### src/hdl/plar_pkg.sv
// Shared constants and types for the polyline arc-length resampler.
`default_nettype none
package plar_pkg;
   localparam int MAX_POINTS = 1024;
   localparam int IDX_W      = $clog2(MAX_POINTS);
   localparam int CNT_W      = IDX_W + 1;
   localparam int COORD_W    = 32;
   localparam int ARC_W      = 48;
   localparam int OC_W       = 7;
   localparam int OUT_MAX    = 64;
   localparam int DIV_W      = 6;
   localparam int PROD_W     = ARC_W + DIV_W;
   localparam int FRAC_BITS  = 30;
   localparam int SQ_W       = 2 * (COORD_W + 1);
   localparam int ROOT_W     = COORD_W + 1;
   localparam int CSR_ADDR_W = 2;
   localparam int CSR_DATA_W = 32;

   localparam logic [CSR_ADDR_W-1:0] CSR_OUT_COUNT = CSR_ADDR_W'(0);

   typedef struct packed {
      logic [ARC_W-1:0]          arc;
      logic signed [COORD_W-1:0] x;
      logic signed [COORD_W-1:0] y;
   } entry_type;

   localparam int ENTRY_W = $bits(entry_type);
endpackage
`default_nettype wire

### src/hdl/plar_fdiv.sv
// Restoring fraction divider: quotient bits of num/den for num < den.
`default_nettype none
module plar_fdiv (
   input  logic                             clock,
   input  logic                             reset,
   input  logic                             start,
   input  logic [plar_pkg::PROD_W-1:0]      num,
   input  logic [plar_pkg::PROD_W-1:0]      den,
   output logic                             done,
   output logic [plar_pkg::FRAC_BITS-1:0]   quo
);
   import plar_pkg::*;

   logic [PROD_W-1:0]    rem_ff, rem_in;
   logic [PROD_W-1:0]    den_ff, den_in;
   logic [FRAC_BITS-1:0] quo_ff, quo_in;
   logic [4:0]           cnt_ff, cnt_in;
   logic                 busy_ff, busy_in;
   logic                 done_ff, done_in;
   logic [PROD_W:0]      shifted;

   always_comb begin
      rem_in  = rem_ff;
      den_in  = den_ff;
      quo_in  = quo_ff;
      cnt_in  = cnt_ff;
      busy_in = busy_ff;
      done_in = 1'b0;
      shifted = {rem_ff, 1'b0};
      if (start) begin
         rem_in  = num;
         den_in  = den;
         quo_in  = '0;
         cnt_in  = 5'(FRAC_BITS - 1);
         busy_in = 1'b1;
      end else if (busy_ff) begin
         if (shifted >= (PROD_W+1)'(den_ff)) begin
            rem_in = PROD_W'(shifted - (PROD_W+1)'(den_ff));
            quo_in = {quo_ff[FRAC_BITS-2:0], 1'b1};
         end else begin
            rem_in = shifted[PROD_W-1:0];
            quo_in = {quo_ff[FRAC_BITS-2:0], 1'b0};
         end
         cnt_in = cnt_ff - 5'd1;
         if (cnt_ff == 5'd0) begin
            busy_in = 1'b0;
            done_in = 1'b1;
         end
      end
   end

   always_ff @(posedge clock) begin
      if (reset) begin
         busy_ff <= 1'b0;
         done_ff <= 1'b0;
      end else begin
         busy_ff <= busy_in;
         done_ff <= done_in;
      end
      rem_ff <= rem_in;
      den_ff <= den_in;
      quo_ff <= quo_in;
      cnt_ff <= cnt_in;
   end

   assign done = done_ff;
   assign quo  = quo_ff;
endmodule
`default_nettype wire

### config.mk
export PLATFORM = sky130hd
export DESIGN_NAME = plar_fdiv
export DESIGN_NICKNAME = d
export VERILOG_FILES = /design/src/hdl/plar_pkg.sv /design/src/hdl/plar_fdiv.sv
export SDC_FILE = /design/constraint.sdc
export NUM_CORES = 1
export LEC_CHECK = 0
export ABC_AREA = 1
export BUFFER_PORTS_ARGS = -buffer_cell sky130_fd_sc_hd__buf_2
export CAP_MARGIN = 20
export CELL_PAD_IN_SITES_DETAIL_PLACEMENT = 0
export CELL_PAD_IN_SITES_GLOBAL_PLACEMENT = 1
export CORE_MARGIN = 8
export CORE_UTILIZATION = 42
export DETAILED_ROUTE_END_ITERATION = 8
export PLACE_DENSITY = 0.8
export SYNTH_ARGS = -nofsm -noshare
export SYNTH_HDL_FRONTEND = slang
export SYNTH_SLANG_ARGS = --single-unit
export TNS_END_PERCENT = 10
### constraint.sdc
create_clock -name clock -period 3.98 [get_ports clock]
set_input_delay 0.398 -clock clock [delete_from_list [all_inputs] [get_ports clock]]
set_output_delay 0.398 -clock clock [all_outputs]
set_load 0.03 [all_outputs]
==> key figures <==
Flow run
  – Max Cap Viol: 0

Drt
  – Antenna Violating Nets Remaining: 0
  – Iter 0 DRT Violations: 697
  – Via Count: 10.6k
  – First-pass DRT Iterations: 5
  – WL final: 35700 um
  – DRC: 0
  – WL/cell: 16.1 um
  – Vias per cell: 4.76

CTS
  – Root buf cell: clkbuf_16
  – Clock Pin Slew Worst Setup and Hold Paths: 90 ps
  – Hold buffers post-CTS: 0
  – Post-CTS setup buffer count: 0
  – CTS-repair resized insts: 0
  – Clk_lat worst skew: 450 ps
  – Depth of the CTS H-tree: 4
  – CTS Buffer Depth: 2
  – Inserted Clock Buffers: 17
  – CTS tree: built
  – CTS sink cnt: 145

Yosys
  – Asr flop ratio synth: 0%
  – Adder-cell area share of the yosys netlist: 6.32%
  – Largest family of logic cells by synthesized area: simple AND/OR/NAND/NOR gates
  – Simple-Gate Fraction of Synth Area: 35.7%
  – Mapped Nets: 1908
  – Post-Syn Instances: 1741
  – Area leader, netlist: edfxtp_1
  – Post-synth top area share: 28.9%
  – Synth Area in XOR/XNOR: 2.03%
  – Main flop type after synthesis: edfxtp_1
  – Unique masters post-synth: 37
  – Post-Syn Area: 11200 um^2
  – Synth top area cells: edfxtp_1 (29%), nand2_1 (21%), inv_1 (15%), dfxtp_1 (6.6%), ha_1 (6.1%)
  – Syn_area_per_cell: 6.44 um^2
  – Register bit total from synthesis: 145
  – Ys Warns: 0
  – Seq/Total Area, Yosys: 35.6%
  – Synth Area in Compound Gates: 3.80%
  – Post-synthesis mux area share: 0%
  – Number of synthesized flops with an enable pin: 108

Finish
  – Nets@finish: 2035
  – # diodes: 0
  – Share of cells above drive strength 1: 10.7%
  – Area growth syn-to-layout: 14.6%

Critical path
  – Crit path depth: 14
  – Critical-path cell list: ha_1 > nand2_1 > inv_1 > nand2_1 > nand2_1 > inv_1 > nand2_1 > nand2_1 > nand3_1 > nand2_2 > buf_4 > nand4_1 > nand3_1 > nand2_1
  – CP max FO: 53
  – Critical path buffer and inverter count: 3
  – WS Path Type: flop to flop
  – Critical path data arrival time: 3330 ps
  – Max incr delay on CP: 590 ps
  – R2R cell count: 14
  – Critical path's top delay family: simple AND/OR/NAND/NOR gates
  – Setup crit start kind: flop
  – Highest-delay cell along the critical path: buf_4
  – Critical Path Most Common Cell: nand2_1
  – Worst Setup End Kind: flop
  – Worst Path Required: 4160 ps

Power and ir drop
  – Final Power: 0.00649 W
  – Logic pwr share: 43.9%
  – Internal: 0.00365 W
  – Flop pwr share: 30.0%
  – Leak: 7.13 nW
  – Switching share of total power: 43.7%
  – Pwr per Cell Area: 506 nW/um^2
  – Clock power frac: 26.1%
  – NetSw: 0.00284 W
  – Peak supply drop: 0.000258 V

Hold path
  – Hold WC Path Type: primary input to flop
  – Worst hold stages: 1

Floorplan
  – Die area: 32200 um^2
  – Die height: 179 um
  – # IOs: 142
  – Initial Utilization: 42.9%
  – CORE AREA: 26100 um^2
  – Chip Width: 179 um
  – FP Rows: 59

STA
  – Rel. slew slack: 32.7%
  – Hold violation total from the final report: 0
  – Fmax: 317 MHz
  – Final Setup Violations: 0
  – Fin crit share: 79.2%
  – Worst-margin pin slew: 1010 ps
  – Max Slew Vio Count: 0
  – Final Skew: 20.8 ps
  – RSZ-0062 raised after global routing: no
  – Setup TNS: 0 ps
  – Final min period: 3150 ps

GRT
  – Aggregate global routing overflow: 0
  – Largest net degree at the start of global routing: 85
  – First-pass GRT wire length: 56600 um
  – Number of global-route vias before repair: 10.7k
  – Gr usage total: 22.7%
  – Antenna violations before repair: 2

Place
  – I/O Buffers: 141
  – Placer congestion estimate: 0.911
  – HPWL Detailed: 27600 um

Run status
  – Status: finished, final reports clean
## logic make-up (layout without fill, tap and decap cells)
logic type / Yosys count / in the layout
AND/OR/NAND/NOR: 956 / 956
buffers and inverters: 485 / 625
flip-flops: 145 / 145
AO/OA/AOI/OAI: 73 / 73
adder cells (fa/ha/maj): 56 / 56
XOR/XNOR: 26 / 26
## layout make-up
type | count | area (um^2)
clock buffer | 17 | 425
clock inverter | 15 | 189
fill | 2863 | 13300
inverter | 446 | 1670
multi-input combinational | 1111 | 5370
sequential | 145 | 3980
tap | 335 | 419
timing repair buffer | 147 | 773
## Yosys cell counts (2+ instances only)
cell      instances
inv_1           435
o22ai_1          29
buf_6             3
and2_1            4
buf_2             6
nor3_1            8
nand2_1         634
edfxtp_1        108
xnor2_1          25
inv_2            10
nand4_1          62
a21oi_1          28
nand3b_1          2
dfxtp_1          37
buf_4             2
nor2_2            4
o21ai_0          10
nand3_1         136
ha_1             55
o21bai_1          4
nor2_1           97
buf_1             2
clkbuf_1         26
## cell usage in the layout (no fill, tap or decap), types with 7 or more instances in the layout
master / Yosys / routed
edfxtp_1: 108 / 108
nand4_1: 62 / 62
nor2_1: 97 / 97
nand3_1: 136 / 136
clkbuf_16: 0 / 17
nor3_1: 8 / 8
dfxtp_1: 37 / 37
a21oi_1: 28 / 28
buf_2: 6 / 140
clkinv_8: 0 / 7
xnor2_1: 25 / 25
o21ai_0: 10 / 10
inv_1: 435 / 434
o22ai_1: 29 / 29
ha_1: 55 / 55
nand2_1: 634 / 633
inv_2: 10 / 11
## power groups by stage
stage                     Sequential, W  Combinational, W  Clock [W]
after floorplan                 0.00196           0.00207          0
after global placement          0.00198           0.00283          0
after detailed placement        0.00198           0.00284          0
after CTS                       0.00195           0.00286    0.00173
after global routing            0.00197           0.00325    0.00179
final                           0.00195           0.00285    0.00170
## flip-flops by register name, summed over array words and instances, names as in the netlist
name     flops
den_ff      54
rem_ff      54
quo         30
cnt_ff       5
busy_ff      1
done         1
## worst paths after layout
kind | endpoint | slack, ps | from
setup reg to reg | rem_ff[22] | 830 | rem_ff[5]
hold reg to reg | cnt_ff[3] | 480 | cnt_ff[3]
setup / recovery | rem_ff[22] | 830 | rem_ff[5]
hold / removal | den_ff[40] | 120 | den[40]
## per-stage QoR
stage	area [um^2]	worst slack, ps	hold slack [ps]	util (%)	instances
after floorplan	11200	1080	444	-	1741
after global placement	12200	887	463	46.7	2183
after detailed placement	12200	861	471	46.7	2183
after CTS	12800	840	102	49.0	2215
after global routing	12800	628	95.9	49.1	2216
final	12800	826	118	49.1	2216
## metal layers
layer  vias up  global-route usage (%)  part of all wire, %
met4         4                    6.11                  2.0
met5         -                       0                0.076
met2       256                    36.6                   44
li1       5574                       -                    -
met1      4677                    30.6                   48
met3        43                    4.84                  5.6
(Power assumes the default switching activity.)
