`src/hdl/plar_ram.sv`:
```
// Generic single-write, single-read RAM with registered read data.
`default_nettype none
module plar_ram #(
   parameter int WIDTH = 8,
   parameter int DEPTH = 16
) (
   input  logic                     clock,
   input  logic                     wr_en,
   input  logic [$clog2(DEPTH)-1:0] wr_addr,
   input  logic [WIDTH-1:0]         wr_data,
   input  logic [$clog2(DEPTH)-1:0] rd_addr,
   output logic [WIDTH-1:0]         rd_data
);
   logic [WIDTH-1:0] mem [DEPTH];

   always_ff @(posedge clock) begin
      if (wr_en) begin
         mem[wr_addr] <= wr_data;
      end
      rd_data <= mem[rd_addr];
   end
endmodule
`default_nettype wire

```
`config.mk`:
```
export PLATFORM = sky130hd
export DESIGN_NAME = plar_ram
export DESIGN_NICKNAME = d
export VERILOG_FILES = /design/src/hdl/plar_ram.sv
export SDC_FILE = /design/constraint.sdc
export NUM_CORES = 1
export LEC_CHECK = 0
export BUFFER_PORTS_ARGS = -buffer_cell sky130_fd_sc_hd__buf_2
export CAP_MARGIN = 20
export CORE_MARGIN = 4
export CORE_UTILIZATION = 60
export CTS_CLUSTER_DIAMETER = 120
export DETAILED_ROUTE_END_ITERATION = 8
export PLACE_DENSITY = 0.78
export SYNTH_ARGS = -nofsm -noshare
export SYNTH_HDL_FRONTEND = slang
export SYNTH_SLANG_ARGS = --single-unit
```
`constraint.sdc`:
```
create_clock -name clock -period 2 [get_ports clock]
set_input_delay 0 -clock clock [delete_from_list [all_inputs] [get_ports clock]]
set_output_delay 0 -clock clock [all_outputs]
set_load 0.02 [all_outputs]
```
==> impl_metrics.env, run 1 <==
export IMPL_hpwl_mm=6.022
export IMPL_r2r_end="rd_data[3]"
export IMPL_synthCells=229
export IMPL_met1_usage_pct=28.61
export IMPL_ioPinCount=26
export IMPL_cp_required_ps=2390
export IMPL_period_share_pct=69.94
export IMPL_cp_top_family="multiplexers"
export IMPL_crit_cells=3
export IMPL_wl_per_cell_microns=23.05
export IMPL_die_h_microns=100.6
export IMPL_arrival_ps=1790
export IMPL_antennaDiodeCount=0
export IMPL_grt_overflow=0
export IMPL_top_usage_layer="met2"
export IMPL_worst_setup_path_type="register to register"
export IMPL_hold_viol_final=0
export IMPL_finalCriticalPeriod_ps=1399
export IMPL_die_x_microns=100.6
export IMPL_maxCapViolations=0
export IMPL_ys_types=19
export IMPL_worstRegToRegCells=3
export IMPL_status="completed"
export IMPL_slowest_stage="mux4_1"
export IMPL_end_kind="register"
export IMPL_clk_pin_slew_ps=60
export IMPL_grt_pass1_wl_mm=14.97
export IMPL_route_detailed_drc=0
export IMPL_fin_ws_ps=601.3
export IMPL_syn_nets=247
export IMPL_drive_gt1_share_pct=30.49
export IMPL_fmax_mhz=714.9
export IMPL_cts_sinks=136
export IMPL_start_kind="register"
export IMPL_r2r_setup_slack_ps=600
export IMPL_path_cells="mux4_1 -> a22oi_1 -> nand2_1"
export IMPL_nets=310
export IMPL_ys_seq_area_share_pct=77.78
export IMPL_routed_wirelength_mm=9.451
export IMPL_vias_per_cell=6.039
export IMPL_syn_to_final_growth_pct=18.16
export IMPL_fin_skew_ps=5.006
export IMPL_grt_max_degree=18
export IMPL_stdcell_count=410
export IMPL_rows=33
export IMPL_fin_area_sq_um=6082
export IMPL_first_pass_iters=5
export IMPL_gr_usage_met2_pct=33.77
export IMPL_placed_area_sq_um=5475
export IMPL_cts_tree="built"
export IMPL_final_max_slew_viol_count=0
export IMPL_tightestPinTransition_ps=701.2
export IMPL_critical_path_endpoint="rd_data[3]"
export IMPL_ys_seq_elements=136
export IMPL_leakage_nw=2.087
export IMPL_worstHoldPathType="primary input to register"
export IMPL_clock_path_buffers=2
export IMPL_ir_drop_mv=0.6995
export IMPL_drtIter0Drc=148
export IMPL_gr_usage_all_layers_pct=21.33
export IMPL_holdPathStages=3
export IMPL_cts_resized=0
export IMPL_synth_avg_cell_area_sq_um=22.48
export IMPL_crit_buf_inv=0
export IMPL_post_cts_setup_buffer_count=0
export IMPL_clock_latency_ps=510
export IMPL_dieArea_sq_um=10130
export IMPL_timing_rr_start="mem[1][3]"
export IMPL_crit_start="mem[1][3]"
export IMPL_fill_cells=465
export IMPL_clock_root_buffer="clkbuf_8"
export IMPL_rsz0062_at_grt="no"
export IMPL_pre_cts_slack_ps=521.3
export IMPL_routabilityCongestion=0.7608
export IMPL_netlist_area_sq_um=5147
export IMPL_core_area_sq_um=8299
export IMPL_setup_viol=0
export IMPL_use_met3_pct=6.782
export IMPL_antenna_found_initial=0
export IMPL_start_util_pct=62.02
export IMPL_grt_pass1_vias=2596
export IMPL_ant_nets=0
export IMPL_vias=2476
export IMPL_cts_buffers=17
export IMPL_cp_max_fo=1
export IMPL_p_per_area_nw_per_um2=1024
export IMPL_numPortBuffers=25
export IMPL_ys_warn_count=0
export IMPL_place_inst=370
export IMPL_max_slew_margin_pct=53.15
export IMPL_h_tree_depth=4
export IMPL_cpPeakStageDelay_ps=530
export IMPL_tns_ps=0
-- synth_stat cells --
library cell / instances / area, sq um
edfxtp_1: 128 / 3844
mux4_2: 18 / 405.4
a22oi_1: 16 / 120.1
mux4_1: 14 / 367.9
nor2_1: 13 / 48.80
nand2_1: 9 / 33.78
dfxtp_1: 8 / 160.2
nor3_1: 4 / 20.02
buf_2: 3 / 15.01
buf_6: 3 / 33.78
clkdlybuf4s25_2: 3 / 30.03
nand2b_1: 2 / 12.51
nand3b_1: 2 / 15.01
and2_1: 1 / 6.260
and2b_1: 1 / 7.510
buf_4: 1 / 7.510
nand3_1: 1 / 5.000
nor2b_1: 1 / 6.260
or3b_2: 1 / 8.760
-- cells by family (layout without fill, tap and decap cells) --
logic type	Yosys count	count (layout)	share of synthesized area, %
multiplexers	32	32	15.02
AO/OA/AOI/OAI	16	16	2.334
buffers and inverters	10	86	1.677
AND/OR/NAND/NOR	35	35	3.184
flip-flops	136	136	77.78
-- metrics by stage --
step | power, mW | util, % | hold slack, ps
after floorplan | 3.445 | - | 98.87
after global routing | 6.454 | 73.29 | 28.99
final | 6.231 | 73.29 | 50.53
after global placement | 3.566 | 65.97 | 386.4
after detailed placement | 3.578 | 65.97 | 396.6
after CTS | 6.275 | 73.29 | 30.58
-- what timing repair did --
action	4_1_cts	5_1_grt
endpoints found under the hold margin	128	0
hold buffers	8	0
setup endpoints to repair	0	0
-- layout by cell type (no fill, tap or decap) --
master,instances
clkbuf_16,16
clkinv_4,1
buf_4,21
and2b_1,1
nor2_1,13
nand2b_1,2
clkinvlp_4,4
mux4_2,18
mux4_1,14
clkinv_2,4
clkbuf_8,1
dlygate4sd3_1,8
buf_2,25
and2_1,1
clkbuf_1,1
dfxtp_1,8
nand2_1,9
or3b_2,1
a22oi_1,16
nor2b_1,1
nor3_1,4
nand3b_1,2
bufinv_16,1
inv_6,1
clkinv_1,3
edfxtp_1,128
nand3_1,1
-- worst min path at each step --
stage / start / to / slack (ps)
finish: wr_addr[0] / mem[0][5] / 50
CTS: wr_addr[0] / mem[0][0] / 30
floorplan: wr_data[0] / mem[0][0] / 100
global route: wr_addr[0] / mem[4][3] / 30
detailed placement: wr_data[2] / mem[15][2] / 400
global placement: wr_data[2] / mem[14][2] / 390
-- registers in the layout (all words and copies together), names as in the netlist --
register,cells
mem,128
rd_data,8
-- layout make-up --
class | count | area (sq um) | share of cell area, %
clock buffers | 18 | 417.9 | 6.871
clock inverters | 14 | 108.9 | 1.790
multi-input cells | 83 | 1057 | 17.38
flip-flops and latches | 136 | 4004 | 65.83
well taps | 105 | 131.4 | 2.160
repair buffers | 54 | 362.8 | 5.966
-- worst register-to-register path: cells and delay by family, from the launching register on --
family             cells  cell delay (ps)
muxes                  1              530
DFF                    1              380
and+or+nand+nor        1              100
AOI/OAI and AO/OA      1              280
-- layer usage --
| metal | share of wire [%] | up-vias |
|---|---|---|
| met5 | 0 | - |
| met4 | 1.3 | 0 |
| met3 | 7.8 | 9 |
| met1 | 38 | 1270 |
| li1 | - | 1103 |
| met2 | 53 | 94 |
-- report_power, final --
part	leakage (nW)	total, mW	internal, mW	switching (mW)
combinational	0.614	0.320	0.136	0.185
clock	0.249	2.70	1.62	1.08
sequential	1.22	3.21	3.19	0.0185
total	2.09	6.23	4.95	1.28
No activity file was read; power rests on OpenSTA's default activity.
==> run 2: changes to the inputs <==
--- a/config.mk
+++ b/config.mk
@@ -8,10 +8,10 @@
 export BUFFER_PORTS_ARGS = -buffer_cell sky130_fd_sc_hd__buf_2
 export CAP_MARGIN = 20
 export CORE_MARGIN = 4
-export CORE_UTILIZATION = 60
+export CORE_UTILIZATION = 54
 export CTS_CLUSTER_DIAMETER = 120
 export DETAILED_ROUTE_END_ITERATION = 8
-export PLACE_DENSITY = 0.78
+export PLACE_DENSITY = 0.74
 export SYNTH_ARGS = -nofsm -noshare
 export SYNTH_HDL_FRONTEND = slang
 export SYNTH_SLANG_ARGS = --single-unit
==> constraint.sdc (replaced) <==
create_clock -name clock -period 1.15 [get_ports clock]
set_input_delay 0 -clock clock [delete_from_list [all_inputs] [get_ports clock]]
set_output_delay 0 -clock clock [all_outputs]
set_load 0.02 [all_outputs]
==> run 2 against run 1 <==
Compared with the run above: the flow now finishes with violations (negative setup slack); wire length is 4.8% higher; utilization is 5.0 points lower; sequential power is 74% higher; first-iteration DRC count is 2.7% lower; worst setup slack worse by 720 ps; critical endpoint is now rd_data[6]; die area is 10% higher.
==> impl_metrics.env, run 2 (synthesized netlist as in run 1, its figures left out) <==
export IMPL_drtIter0Drc=144
export IMPL_cp_required_ps=1540
export IMPL_mostFrequentLayoutCell="edfxtp_1"
export IMPL_setup_viol=8
export IMPL_numPortBuffers=25
export IMPL_status="complete, but fails checks"
export IMPL_hpwl_mm=6.104
export IMPL_fmax_mhz=786.4
export IMPL_holdPathStages=3
export IMPL_grt_overflow=0
export IMPL_h_tree_depth=4
export IMPL_r2r_setup_slack_ps=-120
export IMPL_vias=2480
export IMPL_clock_root_buffer="clkbuf_8"
export IMPL_hold_viol_final=0
export IMPL_clk_pin_slew_ps=60
export IMPL_cts_buffers=17
export IMPL_fin_ws_ps=-121.6
export IMPL_worst_setup_path_type="register to register"
export IMPL_largest_register_ffs=128
export IMPL_worstHoldPathType="primary input to register"
export IMPL_start_util_pct=55.71
export IMPL_hold_worst_slack_ps=75.55
export IMPL_ioPinCount=26
export IMPL_antennaDiodeCount=0
export IMPL_finalCriticalPeriod_ps=1272
export IMPL_grt_max_degree=17
export IMPL_nets=319
export IMPL_routabilityCongestion=0.7525
export IMPL_ir_drop_mv=1.258
export IMPL_reg_top3="mem: 128 flops, rd_data: 8 flops"
export IMPL_gr_usage_all_layers_pct=19.27
export IMPL_cts_tree="built"
export IMPL_routed_wirelength_mm=9.908
export IMPL_core_area_sq_um=9240
export IMPL_post_cts_setup_buffer_count=0
export IMPL_drive_gt1_share_pct=40.58
export IMPL_max_slew_margin_pct=41.88
export IMPL_arrival_ps=1660
export IMPL_timing_rr_start="mem[11][6]"
export IMPL_wl_per_cell_microns=22.42
export IMPL_grt_pass1_wl_mm=15.34
export IMPL_regMostFlops="mem"
export IMPL_fin_skew_ps=9.539
export IMPL_start_kind="register"
export IMPL_worstRegToRegCells=3
export IMPL_syn_to_final_growth_pct=22.65
export IMPL_grt_pass1_vias=2619
export IMPL_p_per_area_nw_per_um2=1872
export IMPL_rows=35
export IMPL_maxCapViolations=0
export IMPL_period_share_pct=110.6
export IMPL_antenna_found_initial=0
export IMPL_rsz0062_at_grt="yes"
export IMPL_end_kind="register"
export IMPL_die_h_microns=105.6
export IMPL_die_x_microns=105.6
export IMPL_r2r_end="rd_data[6]"
export IMPL_clock_latency_ps=510
export IMPL_vias_per_cell=5.611
export IMPL_first_pass_iters=4
export IMPL_violations="negative setup slack"
export IMPL_utilization_pct=68.33
export IMPL_leakage_nw=2.138
export IMPL_mostFrequentLayoutCells="edfxtp_1 (128), mux4_2 (30), buf_4 (28)"
export IMPL_holdPathEnd="mem[4][2]"
export IMPL_ant_nets=0
export IMPL_clock_path_buffers=2
export IMPL_dieArea_sq_um=11160
export IMPL_cts_sinks=136
export IMPL_worstHoldStart="wr_addr[1]"
export IMPL_fill_cells=573
export IMPL_route_detailed_drc=0
export IMPL_cp_max_fo=1
export IMPL_final_max_slew_viol_count=0
export IMPL_tightestPinTransition_ps=869.9
-- run 2: stage by stage --
| stage | instances | setup slack (ps) | total power [mW] | setup TNS (ps) | instance area [sq um] |
|---|---|---|---|---|---|
| floorplan | 229 | -116.1 | 6.000 | -3583 | 5125 |
| global placement | 403 | -245.6 | 6.243 | -4282 | 5575 |
| detailed placement | 403 | -242.6 | 6.263 | -4756 | 5575 |
| CTS | 442 | -111.0 | 11.86 | -748.0 | 6306 |
| global route | 442 | -159.0 | 12.15 | -1019 | 6314 |
| finish | 442 | -121.6 | 11.82 | -680.3 | 6314 |
-- run 2: critical path, stage by stage (launching register included) --
cell	delay, ps
edfxtp_1	360
mux4_2	480
a22oi_2	230
nand2_1	80
-- run 2: timing repair --
action,in CTS,in global routing
pin swaps,3,1
setup endpoints to repair,8,8
hold buffers,8,0
resized for setup,6,5
endpoints found under the hold margin,128,0
-- run 2: area by class of cell --
cell class	instances	area (sq um)	share of cell area [%]
Multi-Input combinational cell	83	1072	16.98
Timing Repair Buffer	63	455.4	7.214
Clock inverter	14	206.4	3.270
Clock buffer	17	414.1	6.560
Sequential cell	136	4004	63.42
Tap cell	129	161.4	2.556
-- run 2: how the worst max path moves through the flow --
| stage | from | to | slack, ps | depth (start not counted) |
|---|---|---|---|---|
| finish | mem[11][6] | rd_data[6] | -120 | 3 |
| global route | mem[11][5] | rd_data[5] | -160 | 3 |
| CTS | mem[9][5] | rd_data[5] | -110 | 3 |
| detailed placement | rd_addr[0] | rd_data[6] | -240 | 5 |
| global placement | rd_addr[0] | rd_data[6] | -250 | 5 |
| floorplan | wr_addr[2] | mem[3][0] | -120 | 2 |
-- run 2: report_power, final --
part	switching (mW)	internal, mW	total (mW)
sequential	0.0389	5.54	5.58
clock	1.91	3.70	5.61
combinational	0.345	0.280	0.624
-- run 2: metal layers --
metal | global-route usage [%] | wire length, microns
met1 | 25.99 | 4052
met4 | 6.290 | 184
met3 | 5.634 | 690
met2 | 30.60 | 4980
met5 | 0 | 0
==> run 3: changes to the inputs <==
--- a/config.mk
+++ b/config.mk
@@ -11,6 +11,7 @@
 export CORE_UTILIZATION = 54
 export CTS_CLUSTER_DIAMETER = 120
 export DETAILED_ROUTE_END_ITERATION = 8
+export HOLD_SLACK_MARGIN = 0.12
 export PLACE_DENSITY = 0.74
 export SYNTH_ARGS = -nofsm -noshare
 export SYNTH_HDL_FRONTEND = slang
==> run 3 against run 2 <==
Compared with the run above: the flow still finishes with violations (negative setup slack); fmax is essentially flat; design area grew 0.48%; sequential cell count is the same; via count grew 1.2%; clock skew grew 0.96 ps; cell count grew 0.68%; worst hold slack gained 35 ps; critical endpoint unchanged; largest cell class unchanged; highest routed layer unchanged.
==> impl_metrics.env, run 3 (synthesized netlist as in run 1, its figures left out) <==
export IMPL_switching_share_pct=19.32
export IMPL_fin_skew_ps=10.50
export IMPL_regMostFlops="mem"
export IMPL_tightestPinTransition_ps=883.4
export IMPL_core_area_sq_um=9240
export IMPL_clk_pin_slew_ps=60
export IMPL_mostFrequentLayoutCell="edfxtp_1"
export IMPL_vias_per_cell=5.638
export IMPL_end_kind="register"
export IMPL_gr_usage_all_layers_pct=19.40
export IMPL_dieArea_sq_um=11160
export IMPL_drive_gt1_share_pct=40.19
export IMPL_final_max_slew_viol_count=0
export IMPL_r2r_end="rd_data[6]"
export IMPL_maxCapViolations=0
export IMPL_timing_rr_start="mem[11][6]"
export IMPL_h_tree_depth=4
export IMPL_grt_max_degree=17
export IMPL_grt_pass1_vias=2634
export IMPL_syn_to_final_growth_pct=23.24
export IMPL_fin_ws_ps=-121.4
export IMPL_cts_buffers=17
export IMPL_first_pass_iters=4
export IMPL_p_int_mw=9.530
export IMPL_utilization_pct=68.65
export IMPL_hold_viol_final=0
export IMPL_cp_required_ps=1540
export IMPL_fill_cells=568
export IMPL_antenna_found_initial=0
export IMPL_period_share_pct=110.6
export IMPL_drtIter0Drc=160
export IMPL_start_kind="register"
export IMPL_grt_overflow=0
export IMPL_rsz0062_at_grt="yes"
export IMPL_leakage_nw=2.150
export IMPL_antennaDiodeCount=0
export IMPL_arrival_ps=1660
export IMPL_routed_wirelength_mm=9.920
export IMPL_hpwl_mm=6.104
export IMPL_rows=35
export IMPL_worstHoldStart="rd_addr[2]"
export IMPL_r2r_setup_slack_ps=-120
export IMPL_slowest_stage="mux4_2"
export IMPL_numPortBuffers=25
export IMPL_max_slew_margin_pct=40.99
export IMPL_clock_latency_ps=500
export IMPL_cts_tree="built"
export IMPL_reg_top3="mem: 128 flops, rd_data: 8 flops"
export IMPL_violations="negative setup slack"
export IMPL_ant_nets=0
export IMPL_setup_viol=8
export IMPL_route_detailed_drc=0
export IMPL_status="complete, but fails checks"
export IMPL_mostFrequentLayoutCells="edfxtp_1 (128), mux4_2 (30), buf_4 (28)"
export IMPL_worstRegToRegCells=3
export IMPL_ir_drop_mv=1.255
export IMPL_p_per_area_nw_per_um2=1862
export IMPL_largest_register_ffs=128
export IMPL_die_x_microns=105.6
export IMPL_place_inst=403
export IMPL_worst_setup_path_type="register to register"
export IMPL_fmax_mhz=786.5
export IMPL_worstHoldPathType="primary input to register"
export IMPL_vias=2509
export IMPL_wl_per_cell_microns=22.29
export IMPL_stdcell_count=445
export IMPL_ioPinCount=26
export IMPL_clockPowerShare_pct=47.4
export IMPL_post_cts_setup_buffer_count=0
export IMPL_clock_path_buffers=2
export IMPL_start_util_pct=55.71
export IMPL_holdPathStages=4
export IMPL_pre_cts_slack_ps=-242.6
export IMPL_netSwitchingPower_mw=2.282
export IMPL_cp_max_fo=1
export IMPL_p_comb_share_pct=5.3
export IMPL_die_h_microns=105.6
export IMPL_pwr_share_seq_pct=47.3
export IMPL_cts_sinks=136
export IMPL_clock_root_buffer="clkbuf_8"
export IMPL_path_cells="mux4_2 -> a22oi_2 -> nand2_1"
export IMPL_finalCriticalPeriod_ps=1271
export IMPL_holdPathEnd="rd_data[7]"
export IMPL_cpPeakStageDelay_ps=480
export IMPL_grt_pass1_wl_mm=15.44
export IMPL_routabilityCongestion=0.7525
export IMPL_nets=322
run 3: cell types whose count changed in the layout (fill, tap and decap cells not counted), sizes merged:
| cell | previous run | this run |
|---|---|---|
| dlygate4sd3 | 8 | 11 |
run 3: repair_timing:
action / in CTS / in global routing
pin swaps: 3 / 1
gates resized for setup: 6 / 5
hold buffers: 11 / 0
endpoints found under the setup margin: 8 / 8
endpoints found under the hold margin: 168 / 0
run 3: power groups by stage:
stage                     sequential, mW  clock (mW)  combinational (mW)
after floorplan                     5.71           0               0.290
after global placement              5.68           0               0.566
after detailed placement            5.68           0               0.581
after CTS                           5.58        5.66               0.630
after global routing                5.59        5.88               0.686
final                               5.58        5.60               0.631
run 3: worst max-delay path, delay by kind of cell (launching register included):
family,cells,cell delay [ps]
simple gates,1,80
mux,1,480
compound gates,1,230
flops,1,360
run 3: per-layer routing:
layer  wire length [microns]  GRT usage (%)
met5                       0              0
met4                     184          6.290
met3                     600          5.634
met2                    5071          31.01
met1                    4064          26.03
run 3: worst max path at each step:
stage                from          to  slack [ps]  cells past startpoint
3_5_place_dp   rd_addr[0]  rd_data[6]        -240                      5
4_1_cts         mem[9][5]  rd_data[5]        -110                      3
5_1_grt        mem[11][5]  rd_data[5]        -160                      3
3_3_place_gp   rd_addr[0]  rd_data[6]        -250                      5
2_1_floorplan  wr_addr[2]   mem[3][0]        -120                      2
6_report       mem[11][6]  rd_data[6]        -120                      3
run 3: metrics by stage:
step	area [sq um]	hold WS, ps	power (mW)	setup TNS [ps]
final	6344	110.8	11.81	-672.1
after global routing	6344	131.4	12.16	-1019
after CTS	6336	90.40	11.87	-748.0
after detailed placement	5575	401.4	6.263	-4756
after global placement	5575	388.1	6.243	-4282
after floorplan	5125	98.87	6.000	-3583
run 3: final cells by class:
cell class / instances / area [sq um] / area share (%)
clock buffers: 17 / 414.1 / 6.529
clock inverters: 14 / 206.4 / 3.254
multi-input cells: 83 / 1072 / 16.90
flip-flops and latches: 136 / 4004 / 63.12
well taps: 129 / 161.4 / 2.544
repair buffers: 66 / 485.5 / 7.653
