<file path="src/hdl/plar_pkg.sv">
// Shared constants and types for the polyline arc-length resampler.
`default_nettype none
package plar_pkg;
   localparam int MAX_POINTS = 1024;
   localparam int IDX_W      = $clog2(MAX_POINTS);
   localparam int CNT_W      = IDX_W + 1;
   localparam int COORD_W    = 32;
   localparam int ARC_W      = 48;
   localparam int OC_W       = 7;
   localparam int OUT_MAX    = 64;
   localparam int DIV_W      = 6;
   localparam int PROD_W     = ARC_W + DIV_W;
   localparam int FRAC_BITS  = 30;
   localparam int SQ_W       = 2 * (COORD_W + 1);
   localparam int ROOT_W     = COORD_W + 1;
   localparam int CSR_ADDR_W = 2;
   localparam int CSR_DATA_W = 32;

   localparam logic [CSR_ADDR_W-1:0] CSR_OUT_COUNT = CSR_ADDR_W'(0);

   typedef struct packed {
      logic [ARC_W-1:0]          arc;
      logic signed [COORD_W-1:0] x;
      logic signed [COORD_W-1:0] y;
   } entry_type;

   localparam int ENTRY_W = $bits(entry_type);
endpackage
`default_nettype wire

</file>
<file path="src/hdl/plar_isqrt.sv">
// Bit-serial integer square root, one result bit per cycle.
`default_nettype none
module plar_isqrt (
   input  logic                           clock,
   input  logic                           reset,
   input  logic                           start,
   input  logic [plar_pkg::SQ_W-1:0]      radicand,
   output logic                           done,
   output logic [plar_pkg::ROOT_W-1:0]    root
);
   import plar_pkg::*;

   localparam int REM_W = ROOT_W + 3;

   logic [SQ_W-1:0]   work_ff, work_in;
   logic [REM_W-1:0]  rem_ff, rem_in;
   logic [ROOT_W-1:0] root_ff, root_in;
   logic [5:0]        cnt_ff, cnt_in;
   logic              busy_ff, busy_in;
   logic              done_ff, done_in;
   logic [REM_W+1:0]  shifted;
   logic [REM_W+1:0]  trial;

   always_comb begin
      work_in = work_ff;
      rem_in  = rem_ff;
      root_in = root_ff;
      cnt_in  = cnt_ff;
      busy_in = busy_ff;
      done_in = 1'b0;
      shifted = {rem_ff, work_ff[SQ_W-1 -: 2]};
      trial   = (REM_W+2)'({root_ff, 2'b01});
      if (start) begin
         work_in = radicand;
         rem_in  = '0;
         root_in = '0;
         cnt_in  = 6'(ROOT_W - 1);
         busy_in = 1'b1;
      end else if (busy_ff) begin
         work_in = {work_ff[SQ_W-3:0], 2'b00};
         if (shifted >= trial) begin
            rem_in  = REM_W'(shifted - trial);
            root_in = {root_ff[ROOT_W-2:0], 1'b1};
         end else begin
            rem_in  = shifted[REM_W-1:0];
            root_in = {root_ff[ROOT_W-2:0], 1'b0};
         end
         cnt_in = cnt_ff - 6'd1;
         if (cnt_ff == 6'd0) begin
            busy_in = 1'b0;
            done_in = 1'b1;
         end
      end
   end

   always_ff @(posedge clock) begin
      if (reset) begin
         busy_ff <= 1'b0;
         done_ff <= 1'b0;
      end else begin
         busy_ff <= busy_in;
         done_ff <= done_in;
      end
      work_ff <= work_in;
      rem_ff  <= rem_in;
      root_ff <= root_in;
      cnt_ff  <= cnt_in;
   end

   assign done = done_ff;
   assign root = root_ff;
endmodule
`default_nettype wire

</file>
<file path="config.mk">
export PLATFORM = sky130hd
export DESIGN_NAME = plar_isqrt
export DESIGN_NICKNAME = d
export VERILOG_FILES = /design/src/hdl/plar_pkg.sv /design/src/hdl/plar_isqrt.sv
export SDC_FILE = /design/constraint.sdc
export NUM_CORES = 1
export LEC_CHECK = 0
export ABC_CLOCK_PERIOD_IN_PS = 3400
export BUFFER_PORTS_ARGS = -buffer_cell sky130_fd_sc_hd__buf_2
export CORE_MARGIN = 1.5
export CORE_UTILIZATION = 40
export DETAILED_ROUTE_END_ITERATION = 16
export HOLD_SLACK_MARGIN = 0.15
export PLACE_DENSITY = 0.55
export SLEW_MARGIN = 20
export SYNTH_ARGS = -nofsm -noshare
export SYNTH_HDL_FRONTEND = slang
export SYNTH_SLANG_ARGS = --single-unit
</file>
<file path="constraint.sdc">
create_clock -name clock -period 3.4 [get_ports clock]
set_input_delay 0 -clock clock [delete_from_list [all_inputs] [get_ports clock]]
set_output_delay 0 -clock clock [all_outputs]
set_load 0.02 [all_outputs]
</file>
==> Flow_metrics.wiki, run 1 <==
{| class="wikitable"
! Metric !! Value
|-
| Predominant post-synthesis flop cell || dfxtp_1
|-
| Cell count of the worst reg-to-reg path || 11
|-
| Slowest-stage cell, CP || or3b_4
|-
| Placeable Area || 0.0194 sq mm
|-
| Leakage power summed over all cells || 4.11 nW
|-
| Pre-antenna DRT Iters || 4
|-
| Number of instances in the synthesized netlist || 770
|-
| Number of warnings issued by yosys || 0
|-
| Netlist area before placement || 0.00789 sq mm
|-
| Reg2Reg Setup Slack || 0.28 ns
|-
| Relative slew margins || 47.3%
|-
| Initial DRC count || 369
|-
| Cell Rows || 51
|-
| Clk sinks || 143
|-
| Mean cell area of the mapped netlist || 10.2 sq um
|-
| Final TNS setup || 0 ns
|-
| Die Width || 143 um
|-
| Clock tree buffer depth || 2
|-
| Post-route minimum period || 3.12 ns
|-
| Largest net degree at the start of global routing || 68
|-
| Weighted congestion reported at the end of routability-driven placement || 0.884
|-
| Critical Path Source Type || flip-flop
|-
| Ratio of final minimum period to clock period || 91.7%
|-
| Required arrival time at the worst endpoint || 3.69 ns
|-
| Result of the run || finished, final reports clean
|-
| Crit path largest cell delay || 0.46 ns
|-
| Antenna violations before repair || 0
|-
| Setup Skew || 0.0149 ns
|-
| I/O pin count || 103
|-
| Power per unit of standard cell area || 855 mW/mm^2
|-
| Final HPWL from detailed placement || 12.1 mm
|-
| Clock transition at the register clock pins on the worst setup and hold paths after CTS || 0.07 ns
|-
| Unrepaired setup endpoints after global routing || no
|-
| Number of buffers created by CTS || 17
|-
| Critical R2R Capture || rem_ff[26]
|-
| Max-Cap Viols || 0
|-
| Total length of routed wires || 18.2 mm
|-
| Clock H-tree levels || 4
|-
| Crit path cell chain || inv_1, ha_1, and2b_1, o2111ai_2, and4b_1, o21ai_2, o211ai_1, or3b_4, buf_12, nand2_1, o21ai_0
|-
| Cell type with the largest total area after synthesis || edfxtp_1
|-
| Share of final-layout standard cells stronger than drive strength 1 || 24.7%
|-
| Root buffer cell || clkbuf_16
|-
| R2r startpoint || root[0]
|-
| Hold Fails Final Rpt || 0
|-
| DIE AREA || 0.0206 sq mm
|-
| Maximum achievable frequency || 321 MHz
|-
| Crit path DAT || 3.41 ns
|-
| Relative area change from synthesis to final layout || 25.8%
|-
| Startpoint of the worst hold path || reset
|-
| Number of cells traversed by the worst hold path || 3
|-
| VDD IR-drop max || 446 uV
|-
| Number of nets with antenna violations after routing || 0
|-
| Final setup viols || 0
|-
| Fraction of synthesis flops using an asynchronous set or reset pin || 0%
|-
| Path class of the lowest-slack min-delay path || input pin to flip-flop
|-
| Remaining global-route overflow || 0
|-
| Worst Hold Slack || 0.288 ns
|-
| Starting density of the core || 40.7%
|-
| Portion of the post-synthesis area used by sequential elements || 44.7%
|-
| Sort of element at the end of the critical path || flip-flop
|-
| IO buf count || 102
|-
| Worst-Margin Slew || 0.791 ns
|-
| Count of unique library cells instantiated by Yosys || 69
|-
| Vias per cell || 5.12
|-
| Wire length of the first global-routing pass || 29.9 mm
|-
| Yosys reg bits || 143
|-
| Class of the most critical setup path || flip-flop to flip-flop
|-
| Number of vias after detailed routing || 6200
|-
| Routed length per placed instance || 15.0 um
|-
| Number of global-route vias before repair || 6076
|-
| Net count after synthesis || 876
|-
| Insertion delay of the later-clocked pin in the worst-skew pair || 0.43 ns
|-
| Crit Path Max Fanout || 26
|-
| TritonCTS clock tree || yes
|-
| Ranking of synthesized cells by area || edfxtp_1, dfxtp_1, mux2_2
|-
| Aggregate global-route resource usage || 18.4%
|-
| Overall power || 8.48 mW
|-
| Count of flip-flops with a built-in enable after synthesis || 66
|-
| Fin. max-slew vios || 0
|-
| Post-route DRC violation count || 0
|-
| Share of Yosys cell area claimed by the top area cell type || 25.1%
|-
| Floorplan die height || 143 um
|-
| Total Nets Final || 1038
|-
| Hold Crit Endpoint || busy_ff
|-
| Antenna diode instance count || 0
|}
worst max-delay path: cells and delay by family (launching register included):
kind	cells	cell delay (ns)
DFF	1	0.42
AOI/OAI and AO/OA	4	0.70
and+or+nand+nor	4	1.23
adders and majority gates	1	0.36
buffers and inverters	2	0.28
cells in the mapped netlist (all sizes together), types with 2 or more instances:
cell type / number
dfxtp: 77
nor2: 68
edfxtp: 66
mux2: 64
nand2: 64
inv: 50
mux2i: 42
a21oi: 39
o21ai: 39
ha: 37
clkbuf: 23
xnor2: 22
a21o: 16
buf: 16
nand3: 14
a311oi: 13
xor2: 13
o21bai: 10
o211ai: 9
nor3: 8
o21a: 8
a31oi: 7
nand4: 7
nand2b: 6
a211oi: 4
and3: 4
nor2b: 4
nor4: 4
a22o: 3
and2: 3
and4: 3
or3: 3
a32oi: 2
o2111ai: 2
o311ai: 2
or2: 2
routing by layer:
layer | track usage [%] | routed length, um | vias to the layer above
met5 | 0 | 0 | -
met4 | 5.10 | 160 | 0
met3 | 4.80 | 699 | 10
met2 | 30.7 | 9010 | 118
met1 | 23.6 | 8340 | 2976
li1 | - | - | 3096
area by class of cell:
type	count	area, sq um
repair buffers	182	1310
multi-input cells	538	3960
flip-flops and latches	143	3530
clock buffers	17	425
clock inverters	15	176
well taps	265	332
fillers	1809	9480
inverters	50	190
cells in the final DEF, fill, tap and decap left out, drive strengths merged, types with 22 or more instances in the layout:
cell type / netlist / routed
ha: 37 / 37
nand2: 64 / 64
dfxtp: 77 / 77
buf: 16 / 114
edfxtp: 66 / 66
nor2: 68 / 68
xnor2: 22 / 22
a21oi: 39 / 39
dlygate4sd3: 0 / 68
o21ai: 39 / 39
inv: 50 / 60
mux2: 64 / 64
mux2i: 42 / 42
report_power, final:
group / internal [mW] / switching (mW)
Clock: 0.997 / 0.869
Sequential: 2.06 / 0.160
Combinational: 1.93 / 2.46
Total: 4.99 / 3.49
metrics by stage:
| stage | worst slack [ns] | instance area [sq um] | cells | utilization [%] |
|---|---|---|---|---|
| after floorplan | 0.618 | 7890 | 770 | - |
| after detailed placement | 0.200 | 8620 | 1108 | 44.4 |
| after global placement | 0.245 | 8620 | 1108 | 44.4 |
| after CTS | 0.158 | 9900 | 1208 | 51.1 |
| final | 0.282 | 9920 | 1210 | 51.1 |
| after global routing | 0.0892 | 9920 | 1210 | 51.1 |
how the worst max path moves through the flow:
stage | startpoint | end | slack (ns) | cells after the start
global route | root[0] | root[0] | 0.09 | 11
detailed placement | root[0] | rem_ff[17] | 0.20 | 11
CTS | root[0] | rem_ff[17] | 0.16 | 11
finish | root[0] | rem_ff[26] | 0.28 | 11
global placement | root[0] | root[0] | 0.24 | 11
floorplan | root[5] | rem_ff[12] | 0.62 | 12
state kept, by name (all words and copies together), names as in the netlist:
name     count
cnt_ff       6
done         1
rem_ff      36
work_ff     66
busy_ff      1
root        33
kinds of logic (layout without fill, tap and decap cells):
family | Yosys count | in the layout | synth area share, %
compound gates | 165 | 165 | 14.4
xor+xnor | 35 | 35 | 3.89
fa+ha+maj | 37 | 37 | 5.87
buf+inv | 89 | 264 | 5.12
flops | 143 | 143 | 44.7
mux | 106 | 106 | 14.5
simple gates | 195 | 195 | 11.6
repair_timing:
action,4_1_cts,5_1_grt
gates resized for setup,0,0
endpoints found under the setup margin,0,3
hold endpoints to repair,82,0
hold buffers,68,0
setup buffers,0,2
Power figures use the tool's default switching activity.
==> inputs of run 2 (changes only) <==
- CELL_PAD_IN_SITES_DETAIL_PLACEMENT: unset -> 0
- CELL_PAD_IN_SITES_GLOBAL_PLACEMENT: unset -> 1
- PLACE_DENSITY: 0.55 -> 0.68
==> Flow_metrics.wiki, run 2 (synthesis results as in run 1) <==
{| class="wikitable"
! Metric !! Value
|-
| Timing endpoint of the critical path || rem_ff[7]
|-
| Post-route design area || 0.00996 sq mm
|-
| Starting density of the core || 40.7%
|-
| Slowest-stage cell, CP || or3b_4
|-
| Ratio of final minimum period to clock period || 94.3%
|-
| Clock H-tree levels || 4
|-
| First element of the critical path || root[0]
|-
| Worst setup slack after layout || 0.193 ns
|-
| Result of the run || finished, final reports clean
|-
| Relative slew margins || 52.8%
|-
| Required arrival time at the worst endpoint || 3.73 ns
|-
| Insertion delay of the later-clocked pin in the worst-skew pair || 0.43 ns
|-
| Pre-antenna DRT Iters || 4
|-
| Cell count of the worst reg-to-reg path || 12
|-
| Flip-flop count of the largest register, all copies and words added || 66
|-
| Initial DRC count || 218
|-
| Placeable Area || 0.0194 sq mm
|-
| Antenna violations before repair || 0
|-
| Minimum setup slack after placement || 0.132 ns
|-
| Final HPWL from detailed placement || 12.6 mm
|-
| Hold Fails Final Rpt || 0
|-
| Critical Path Source Type || flip-flop
|-
| Number of global-route vias before repair || 6209
|-
| Clk sinks || 143
|-
| Crit path cell chain || inv_1, ha_1, and2b_1, o2111ai_2, and4b_1, o21ai_2, o211ai_1, or3b_4, inv_4, buf_4, nand2_1, a311oi_1
|-
| Die Width || 143 um
|-
| Class of the most critical setup path || flip-flop to flip-flop
|-
| Cell count after placement || 1111
|-
| Final setup viols || 0
|-
| Vias per cell || 5.13
|-
| I/O pin count || 103
|-
| Setup Skew || 0.0237 ns
|-
| Maximum achievable frequency || 312 MHz
|-
| Share of final-layout standard cells stronger than drive strength 1 || 25.1%
|-
| Crit path DAT || 3.54 ns
|-
| Commonest non-fill, non-tap cells in the layout || buf_2, dfxtp_1, nor2_1, dlygate4sd3_1, edfxtp_1
|-
| Number of vias after detailed routing || 6230
|-
| R2r startpoint || root[0]
|-
| Path class of the lowest-slack min-delay path || input pin to flip-flop
|-
| Critical R2R Capture || rem_ff[7]
|-
| Leakage power summed over all cells || 4.13 nW
|-
| Crit Path Max Fanout || 11
|-
| Number of standard cells in the final layout excluding fillers || 1215
|-
| Sort of element at the end of the critical path || flip-flop
|-
| Max-Cap Viols || 0
|-
| Total Nets Final || 1042
|-
| Power per unit of standard cell area || 865 mW/mm^2
|-
| Crit path largest cell delay || 0.48 ns
|-
| Relative area change from synthesis to final layout || 26.4%
|-
| Cell Rows || 51
|-
| Number of buffers created by CTS || 17
|-
| Post-route DRC violation count || 0
|-
| Worst Hold Slack || 0.276 ns
|-
| Post-route minimum period || 3.21 ns
|-
| Reg2Reg Setup Slack || 0.19 ns
|-
| Clock transition at the register clock pins on the worst setup and hold paths after CTS || 0.07 ns
|-
| Routed length per placed instance || 15.7 um
|-
| Final TNS setup || 0 ns
|-
| Worst-Margin Slew || 0.709 ns
|-
| Reg with most FFs || work_ff
|-
| Number of nets with antenna violations after routing || 0
|-
| Largest net degree at the start of global routing || 98
|-
| IO buf count || 102
|-
| Filler Cell Count || 1794
|-
| Aggregate global-route resource usage || 18.9%
|-
| TritonCTS clock tree || yes
|-
| Wire length of the first global-routing pass || 30.8 mm
|-
| Clock tree buffer depth || 2
|-
| DP Area || 0.00864 sq mm
|-
| Root buffer cell || clkbuf_16
|-
| Fin. max-slew vios || 0
|-
| Most common library cell in the layout ignoring fill and taps || buf_2
|-
| Weighted congestion reported at the end of routability-driven placement || 0.862
|-
| Floorplan die height || 143 um
|-
| VDD IR-drop max || 414 uV
|-
| Total length of routed wires || 19.0 mm
|-
| Remaining global-route overflow || 0
|-
| DIE AREA || 0.0206 sq mm
|}
[run 2: changes by cell type in the layout (fill, tap and decap cells not counted)]
cell | previous run | this run
clkinv_8 | 4 | 5
or3b_2 | 0 | 1
diode_2 | 0 | 1
inv_6 | 4 | 2
clkinvlp_4 | 0 | 1
a31oi_1 | 7 | 6
buf_4 | 11 | 14
a31oi_2 | 0 | 1
[run 2: cell type report]
type                    instances  area (sq um)  share of cell area (%)
diodes                          1          2.50                  0.0251
flip-flops and latches        143          3530                    35.4
inverters                      50           190                    1.91
clock buffers                  17           425                    4.27
clock inverters                15           183                    1.83
well taps                     265           332                    3.33
repair buffers                185          1330                    13.4
multi-input cells             539          3970                    39.9
[run 2: metrics by stage]
| step | utilization [%] | power, mW |
|---|---|---|
| 6_report | 51.4 | 8.62 |
| 5_1_grt | 51.4 | 9.21 |
| 4_1_cts | 51.2 | 8.52 |
| 3_5_place_dp | 44.6 | 6.53 |
| 3_3_place_gp | 44.6 | 6.50 |
| 2_1_floorplan | - | 5.71 |
[run 2: how the worst min path moves through the flow]
stage                from  endpoint  slack, ns  cells after the start
floorplan           reset   busy_ff       0.07                      1
global placement    reset   busy_ff       0.17                      2
detailed placement  reset   busy_ff       0.17                      2
CTS                 reset   busy_ff       0.27                      3
global route        reset   busy_ff       0.29                      3
finish              reset   busy_ff       0.28                      3
[run 2: per-layer routing]
metal | global-route usage (%) | vias to the layer above | part of all wire (%)
li1 | - | 3103 | -
met1 | 24.4 | 2997 | 47
met2 | 31.6 | 112 | 49
met3 | 3.50 | 18 | 3.2
met4 | 6.55 | 0 | 1.2
met5 | 0 | - | 0
[run 2: where the power goes]
| part | switching [mW] | internal, mW |
|---|---|---|
| sequential | 0.157 | 2.06 |
| combinational | 2.57 | 1.94 |
| clock | 0.886 | 0.998 |
| total | 3.61 | 5.00 |
[run 2: repair_timing]
action,in CTS,in global routing
hold endpoints to repair,93,0
gates resized for setup,0,1
setup buffers,0,2
hold buffers,68,0
setup endpoints to repair,0,20
[run 2: critical path, delay by kind of cell, from the launching register on]
kind	cells	cell delay, ns
adders and majority gates	1	0.36
and+or+nand+nor	4	1.01
AOI/OAI and AO/OA	4	0.90
buffers and inverters	3	0.44
DFF	1	0.40
==> inputs of run 3 (changes only) <==
==> constraint.sdc (replaced) <==
create_clock -name clock -period 3.4 [get_ports clock]
set_input_delay 0.34 -clock clock [delete_from_list [all_inputs] [get_ports clock]]
set_output_delay 0.34 -clock clock [all_outputs]
set_load 0.02 [all_outputs]
==> Flow_metrics.wiki, run 3 (synthesis results as in run 1) <==
{| class="wikitable"
! Metric !! Value
|-
| Result of the run || finished, final reports clean
|-
| Vias per cell || 5.20
|-
| Path class of the lowest-slack min-delay path || input pin to flip-flop
|-
| Clock transition at the register clock pins on the worst setup and hold paths after CTS || 0.07 ns
|-
| Die Width || 143 um
|-
| Total length of routed wires || 17.9 mm
|-
| Antenna diode instance count || 0
|-
| Switching power of the nets || 3.51 mW
|-
| Hold Fails Final Rpt || 0
|-
| VDD IR-drop max || 503 uV
|-
| Critical Path Source Type || flip-flop
|-
| Insertion delay of the later-clocked pin in the worst-skew pair || 0.43 ns
|-
| Cell count of the worst reg-to-reg path || 12
|-
| Post-route minimum period || 3.10 ns
|-
| TritonCTS clock tree || yes
|-
| Leakage power summed over all cells || 3.86 nW
|-
| Clock power share || 23.3%
|-
| Most common library cell in the layout ignoring fill and taps || buf_2
|-
| Starting density of the core || 40.7%
|-
| Setup Skew || 0.00972 ns
|-
| Cell Rows || 51
|-
| Aggregate global-route resource usage || 18.1%
|-
| I/O pin count || 103
|-
| Required arrival time at the worst endpoint || 3.73 ns
|-
| Root buffer cell || clkbuf_16
|-
| IO buf count || 102
|-
| Top delay family on crit path || compound AO/OA/AOI/OAI gates
|-
| Number of cells traversed by the worst hold path || 2
|-
| Post-route DRC violation count || 0
|-
| Relative area change from synthesis to final layout || 17.8%
|-
| Reg2Reg Setup Slack || 0.30 ns
|-
| Wire length of the first global-routing pass || 29.2 mm
|-
| Number of vias after detailed routing || 5965
|-
| Max-Cap Viols || 0
|-
| Share of final-layout standard cells stronger than drive strength 1 || 27.0%
|-
| Sort of element at the end of the critical path || flip-flop
|-
| DIE AREA || 0.0206 sq mm
|-
| Power per unit of standard cell area || 925 mW/mm^2
|-
| Number of cells on the critical path || 12
|-
| Clk sinks || 143
|-
| Initial DRC count || 349
|-
| Share of total power in sequential cells || 25.9%
|-
| Crit Path Max Fanout || 11
|-
| Class of the most critical setup path || flip-flop to flip-flop
|-
| Cell internal pwr || 5.09 mW
|-
| Weighted congestion reported at the end of routability-driven placement || 0.853
|-
| Flip-flop count of the largest register, all copies and words added || 66
|-
| Number of nets with antenna violations after routing || 0
|-
| Final standard cell utilization of the core || 47.9%
|-
| Maximum achievable frequency || 322 MHz
|-
| Pre-antenna DRT Iters || 5
|-
| Crit path DAT || 3.43 ns
|-
| Slowest-stage cell, CP || or3b_4
|-
| Relative slew margins || 52.2%
|-
| Fin. max-slew vios || 0
|-
| Number of buffer and inverter instances along the worst setup path || 3
|-
| Fraction of power spent switching nets || 40.8%
|-
| Remaining global-route overflow || 0
|-
| Total Nets Final || 975
|-
| Number of buffers created by CTS || 17
|-
| Crit path cell chain || inv_1, ha_1, a211oi_2, o21bai_2, and4b_1, o21ai_2, o211ai_1, or3b_4, inv_4, buf_4, nand2_1, a311oi_1
|-
| Final setup viols || 0
|-
| Number of global-route vias before repair || 5850
|-
| Antenna violations before repair || 0
|-
| Clock H-tree levels || 4
|-
| Placeable Area || 0.0194 sq mm
|-
| Final HPWL from detailed placement || 12.5 mm
|-
| Portion of total power attributed to combinational logic || 50.8%
|-
| Unrepaired setup endpoints after global routing || no
|-
| Largest net degree at the start of global routing || 56
|-
| Commonest non-fill, non-tap cells in the layout || buf_2, dfxtp_1, nor2_1
|-
| Final TNS setup || 0 ns
|-
| Routed length per placed instance || 15.6 um
|-
| Clock tree buffer depth || 2
|-
| Reg with most FFs || work_ff
|-
| Floorplan die height || 143 um
|-
| Crit path largest cell delay || 0.44 ns
|-
| Ratio of final minimum period to clock period || 91.3%
|-
| Worst-Margin Slew || 0.716 ns
|}
==> run 3: changes by cell type in the layout (fill, tap and decap cells not counted), sizes merged <==
cell and change:
inv +1, bufinv +2, dlygate4sd3 -67, or3b -1, diode -1, clkinv -2, clkinvlp -1, buf +1
==> run 3: layout make-up <==
cell class	count	area, sq um
clock buffer	17	425
clock inverter	15	214
fill	1885	10100
inverter	50	190
multi-input combinational	538	3960
sequential	143	3530
tap	265	332
timing repair buffer	119	643
==> run 3: timing repair <==
item,4_1_cts,5_1_grt
setup endpoints to repair,0,5
hold buffers,1,0
resized for setup,0,1
setup buffers,0,2
hold endpoints to repair,2,0
==> run 3: per-stage QoR <==
step | instances | power [mW] | worst slack (ns) | area [sq um] | hold WS, ns
2_1_floorplan | 770 | 5.71 | 0.618 | 7890 | 0.412
6_report | 1147 | 8.59 | 0.297 | 9290 | 0.192
5_1_grt | 1147 | 9.22 | 0.0760 | 9290 | 0.189
3_3_place_gp | 1112 | 6.53 | 0.291 | 8630 | 0.439
4_1_cts | 1145 | 8.59 | 0.163 | 9280 | 0.175
3_5_place_dp | 1112 | 6.53 | 0.199 | 8630 | 0.446
==> run 3: path summary, 6_finish.rpt <==
check                             endpoint   startpoint
worst max-delay path             rem_ff[3]      root[5]
worst min-delay path            work_ff[0]  radicand[0]
worst max register to register   rem_ff[3]      root[5]
worst min register to register  rem_ff[34]   rem_ff[34]
==> run 3: per-layer routing <==
layer	track usage, %	vias to the layer above	part of all wire [%]
met1	23.5	2844	47
met2	29.6	123	47
li1	-	2981	-
met4	5.48	0	1.2
met5	0	-	0
met3	4.70	17	4.3
==> run 3: power groups by stage <==
stage | Sequential, mW | Clock [mW] | Combinational, mW
detailed placement | 2.26 | 0 | 4.27
finish | 2.23 | 2.01 | 4.36
CTS | 2.23 | 2.05 | 4.31
floorplan | 2.21 | 0 | 3.51
global route | 2.26 | 2.12 | 4.83
global placement | 2.25 | 0 | 4.27
==> run 3: worst register-to-register path: cells and delay by family (launching register included) <==
family	cells	cell delay (ns)
flops	1	0.37
fa+ha+maj	1	0.38
buf+inv	3	0.43
simple gates	3	0.82
compound gates	5	1.01
